==> config.mk <==
export PLATFORM = sky130hd
export DESIGN_NAME = fmprt_ctrl
export DESIGN_NICKNAME = d
export VERILOG_FILES = /design/src/hdl/fmprt_pkg.sv /design/src/hdl/fmprt_ctrl.sv
export SDC_FILE = /design/constraint.sdc
export NUM_CORES = 1
export LEC_CHECK = 0
export ABC_AREA = 0
export ABC_CLOCK_PERIOD_IN_PS = 1500
export BUFFER_PORTS_ARGS = -buffer_cell sky130_fd_sc_hd__buf_2
export CORE_AREA = 2 2 39 41
export CTS_CLUSTER_DIAMETER = 30
export CTS_CLUSTER_SIZE = 10
export DETAILED_ROUTE_END_ITERATION = 10
export DIE_AREA = 0 0 41 43
export GPL_TIMING_DRIVEN = 0
export HOLD_SLACK_MARGIN = 0.02
export SLEW_MARGIN = 20
export SYNTH_ARGS = -nofsm -noshare
export SYNTH_HDL_FRONTEND = slang
export SYNTH_SLANG_ARGS = --single-unit
==> constraint.sdc <==
create_clock -name clk -period 1.5 [get_ports clk]
set_input_delay 0.15 -clock clk [delete_from_list [all_inputs] [get_ports clk]]
set_output_delay 0.15 -clock clk [all_outputs]
set_load 0.02 [all_outputs]
==> src/hdl/fmprt_pkg.sv <==
// Shared types and constants for the first-match packet rule table.
`default_nettype none
package fmprt_pkg;

  localparam int RULE_SLOTS = 128;
  localparam int IDX_W      = (RULE_SLOTS > 1) ? $clog2(RULE_SLOTS) : 1;
  localparam int CNT_W      = $clog2(RULE_SLOTS + 1);
  localparam int ADDR_W     = 32;
  localparam int PORT_W     = 16;
  localparam int SLOT_W     = 7;
  localparam int IN_DATA_W  = 88;
  localparam int OUT_DATA_W = 16;

  localparam logic [1:0] MODE_ADD   = 2'd0;
  localparam logic [1:0] MODE_CHECK = 2'd1;
  localparam logic [1:0] MODE_CLEAR = 2'd2;

  typedef struct packed {
    logic              src_wild;
    logic [ADDR_W-1:0] src;
    logic              dst_wild;
    logic [ADDR_W-1:0] dst;
    logic              action;
    logic [PORT_W-1:0] port;
  } rule_t;

  localparam int RULE_W = $bits(rule_t);

  // packed from the lowest bit up: status, verdict, hit, hit_slot
  typedef struct packed {
    logic [SLOT_W-1:0] hit_slot;
    logic              hit;
    logic              verdict;
    logic              status;
  } result_t;

  localparam int RESULT_W = $bits(result_t);

  typedef struct packed {
    logic accept;
    logic scan;
    logic out_load;
  } dp_cmd_t;

  typedef struct packed {
    logic scan_done;
    logic out_full;
  } dp_status_t;

endpackage
`default_nettype wire

==> src/hdl/fmprt_ctrl.sv <==
// Controller state machine: accept, rule scan, result handoff.
`default_nettype none
module fmprt_ctrl
  import fmprt_pkg::*;
(
  input  wire logic       clk,
  input  wire logic       rst_n,
  input  wire logic       in_tvalid,
  output logic            in_tready,
  input  wire logic [1:0] in_mode,
  input  wire logic       out_tready,
  output dp_cmd_t         cmd,
  input  wire dp_status_t stat
);

  typedef enum logic [2:0] {
    ST_IDLE   = 3'b001,
    ST_SCAN   = 3'b010,
    ST_RESULT = 3'b100
  } state_t;

  state_t state_r, state_nxt;
  logic   out_free;

  assign out_free = !stat.out_full || out_tready;

  always_comb begin
    state_nxt    = state_r;
    in_tready    = 1'b0;
    cmd          = '0;
    unique case (state_r)
      ST_IDLE: begin
        in_tready  = 1'b1;
        cmd.accept = in_tvalid;
        if (in_tvalid) begin
          state_nxt = (in_mode == MODE_CHECK) ? ST_SCAN : ST_RESULT;
        end
      end
      ST_SCAN: begin
        cmd.scan = 1'b1;
        if (stat.scan_done) begin
          state_nxt = ST_RESULT;
        end
      end
      ST_RESULT: begin
        cmd.out_load = out_free;
        if (out_free) begin
          state_nxt = ST_IDLE;
        end
      end
      default: begin
        state_nxt = ST_IDLE;
      end
    endcase
  end

  always_ff @(posedge clk) begin
    if (!rst_n) begin
      state_r <= ST_IDLE;
    end else begin
      state_r <= state_nxt;
    end
  end

endmodule
`default_nettype wire

==> impl_summary.md <==
Power and ir drop
The power per cell area is about 1000 nW/um^2. The leakage dissipation is roughly 0.15 nW. Across the VDD grid, the largest voltage drop is approximately 260 uV.

Logic synthesis
The commonest cells after synthesis are sky130_fd_sc_hd__dfxtp_1, sky130_fd_sc_hd__inv_1, sky130_fd_sc_hd__a21oi_1, sky130_fd_sc_hd__nor3b_1, sky130_fd_sc_hd__or2b_1. The proportion of netlist area held by the largest area contributor is between 20% and 30%. Yosys printed 0 warnings.

The most area-hungry cell type in the Yosys netlist is sky130_fd_sc_hd__dfxtp_1. The count of flip-flops with a built-in enable after synthesis is 0. After synthesis the netlist holds a flip-flop and latch count of 3. The number of nets in the synthesized netlist is 34. The most frequently used flop master after synthesis is sky130_fd_sc_hd__dfxtp_1. The async set-reset flop share out of synthesis is 0%. Summing every instance area after synthesis gives 222.7 um^2. Yosys attributes the largest share of cell area to sky130_fd_sc_hd__dfxtp_1, sky130_fd_sc_hd__nor3b_1, sky130_fd_sc_hd__or2b_1.

The average instance area after synthesis is between 8 and 9 um^2. The synthesized instance count is 26. The number of different library cells in the post-synthesis netlist is 19. The proportion of synthesized chip area in sequential cells is a little over a quarter.

CTS
The clock buffer count from CTS is 3. The later pin in the worst-skew pair is clocked with a latency of roughly 0.23 ns. CTS built an H-tree with a depth of 1.

The clock-pin slew on the worst setup and hold paths is approximately 0.04 ns. The root buffer cell chosen for the clock tree is sky130_fd_sc_hd__clkbuf_4. Post-CTS timing repair inserted 0 buffers for setup. The number of buffers on the longest clock path is 2. The number of sinks handled by clock tree synthesis is 3.

TritonCTS built the clock tree.

Detailed routing
The detailed router finished its first iteration with 0 violations. After detailed routing, the number of remaining DRC violations is 0. The per-cell routed wire length is ~9.5 um.

For this run, the detailed router's first-pass iteration total came to 1. Detailed routing inserted a total of 243 vias. Once detail routing completed, the nets flagged for antenna violations numbered 0.

After detailed routing, the total wire length is 541 um. After detailed routing, the number of vias per cell comes to about 4.3.

Flow run
Max-cap violations in this run came to 0.

Place
Once placement completed, the tool counted placed cells totaling 53. The sum of net half-perimeters after detailed placement is roughly 420 um. In this run the tool buffered the top-level ports with 11 buffer cells.

The weighted congestion reported at the end of routability-driven placement is around 0.66.

GRT
The total overflow left after global routing is 0. The global-route total usage across every layer is 8.016%. The first-pass GRT wire length is roughly 870 um. The pin count of the biggest net entering global routing is 9.

The initial antenna violation count was 0. The via count of the first global-routing pass is 230.

Critical path
The delay of the slowest cell on the worst path is roughly 0.45 ns. For the worst setup path, the data required time is between 1 and 1.5 ns. The endpoint arrival time on the critical path is ~1.2 ns. The category of the most critical setup path is flop to primary output.

Traced cell by cell, the critical path runs through nor3b_4 -> and2_1 -> buf_2. STA classifies the critical path startpoint as a flop. The kind of end point of the critical path is a primary output.

The peak fanout along the critical path is 8. On the critical path, the stage with the largest delay is an instance of sky130_fd_sc_hd__dfxtp_1.

STA
The number of max-slew violations in the final report is 0. For the final database, setup skew stands at between 0.007 and 0.008 ns. Summed over all failing endpoints, the final setup total negative slack is 0 ns. The clock period could shrink to 1.390 ns. The worst hold slack after final layout is 0.1377 ns. Setup repair after global routing left no endpoint under its margin.

The final critical path takes up 92.64% of the cycle. The transition time at the pin with the least slew margin is 0.2979 ns. The count of final hold-check violations is 0. The timing-limited maximum frequency is 0.7197 GHz.

The worst pin sits at a relative slew slack of 80.11%. Setup violations remaining at the end of the flow were counted as 0.

Hold path
The tightest min-delay check is of the primary input to flop type.

Floorplan
In this run the vertical extent of the chip is 43 um. The floorplan step defined a die boundary enclosing between 1500 and 2000 um^2. The core region area is roughly 1400 um^2. After floorplanning, the core was divided into 14 placement rows. Once the floorplan was initialized, standard cells occupied between 10% and 20% of the core. The chip width is 41 um.

The I/O pin total is 12.

Finish
For this run, the post-layout net count is 50. Of the cells placed in the final design, the portion with a size suffix greater than 1 is approximately two fifths. The register with the highest flop count is state_r. After filler insertion, the fill cell instance count of the layout stands at approximately 150. The post-synthesis to final-layout area growth is 50.56%. The count of placed standard cells in the final layout, fillers left out is 57. The number of antenna diodes in the final layout is 0.

The flip-flop count of the largest register after layout is 3. The largest registers in the layout are state_r: 3 flops.

Run status
The run finished with clean final reports.
==> cell type report <==
type	instances	area, um^2	area share, %
multi-input cells	20	162.7	48.51
inverters	3	11.26	3.358
flip-flops and latches	3	60.06	17.91
well taps	16	20.02	5.970
repair buffers	11	55.05	16.42
clock buffers	4	26.28	7.836
==> path summary, 6_finish.rpt <==
check,from,end,slack (ns),depth (start not counted)
worst max register to register,state_r[0]$_SDFFE_PN1P_,state_r[2]$_SDFFE_PN0P_,0.22,3
worst max-delay path,state_r[0]$_SDFFE_PN1P_,cmd[2],0.11,3
worst min-delay path,rst_n,state_r[0]$_SDFFE_PN1P_,0.14,2
worst min register to register,state_r[1]$_SDFFE_PN0P_,state_r[0]$_SDFFE_PN1P_,0.65,2
==> layout by cell type, fill, tap and decap left out <==
master,instances
sky130_fd_sc_hd__nor3b_2,1
sky130_fd_sc_hd__clkbuf_1,1
sky130_fd_sc_hd__nor3b_4,1
sky130_fd_sc_hd__and2_1,1
sky130_fd_sc_hd__nand2_1,1
sky130_fd_sc_hd__nor4b_1,1
sky130_fd_sc_hd__o31ai_1,1
sky130_fd_sc_hd__and3b_2,1
sky130_fd_sc_hd__clkbuf_4,3
sky130_fd_sc_hd__inv_1,3
sky130_fd_sc_hd__nor2b_1,1
sky130_fd_sc_hd__a211o_1,1
sky130_fd_sc_hd__nand4bb_1,1
sky130_fd_sc_hd__or2b_1,2
sky130_fd_sc_hd__buf_2,11
sky130_fd_sc_hd__a21oi_1,2
sky130_fd_sc_hd__a32oi_1,1
sky130_fd_sc_hd__dfxtp_1,3
sky130_fd_sc_hd__or3b_1,1
sky130_fd_sc_hd__o21ai_1,1
sky130_fd_sc_hd__nor3b_1,1
sky130_fd_sc_hd__a31oi_1,1
sky130_fd_sc_hd__nand3b_1,1
==> cells by family (layout without fill, tap and decap cells) <==
group	after synthesis	count (layout)	synth area share (%)
AOI/OAI and AO/OA	7	7	20.79
DFF	3	3	26.97
and+or+nand+nor	13	13	47.19
buffers and inverters	3	18	5.056
==> routing by layer <==
metal,track usage (%),vias to the layer above,routed length (um)
li1,-,127,-
met5,0,-,0
met2,11.88,6,249
met3,4.712,0,49
met1,7.668,110,242
met4,6.000,0,0
==> power breakdown <==
part	internal [mW]	switching, mW
sequential	0.0888	0.0192
combinational	0.0473	0.0422
clock	0.0999	0.0437
total	0.236	0.105
==> critical path: cells and delay by family, from the launching register on <==
family	cells	cell delay, ns
DFF	1	0.45
buffers and inverters	1	0.15
and+or+nand+nor	2	0.39
==> what timing repair did <==
action / CTS / global route
setup endpoints to repair: 0 / 2
resized for setup: 0 / 2
hold buffers: 0 / 0
==> per-stage QoR <==
stage	worst slack (ns)	util, %	area, um^2	total power, mW
after floorplan	0.07969	-	222.7	0.1607
after global placement	0.2575	21.52	297.8	0.1914
final	0.1104	24.23	335.3	0.3411
after CTS	0.03892	23.42	324.1	0.3389
after global routing	0.006542	24.23	335.3	0.3684
after detailed placement	0.2535	21.52	297.8	0.1921
Power figures use the tool's default switching activity.
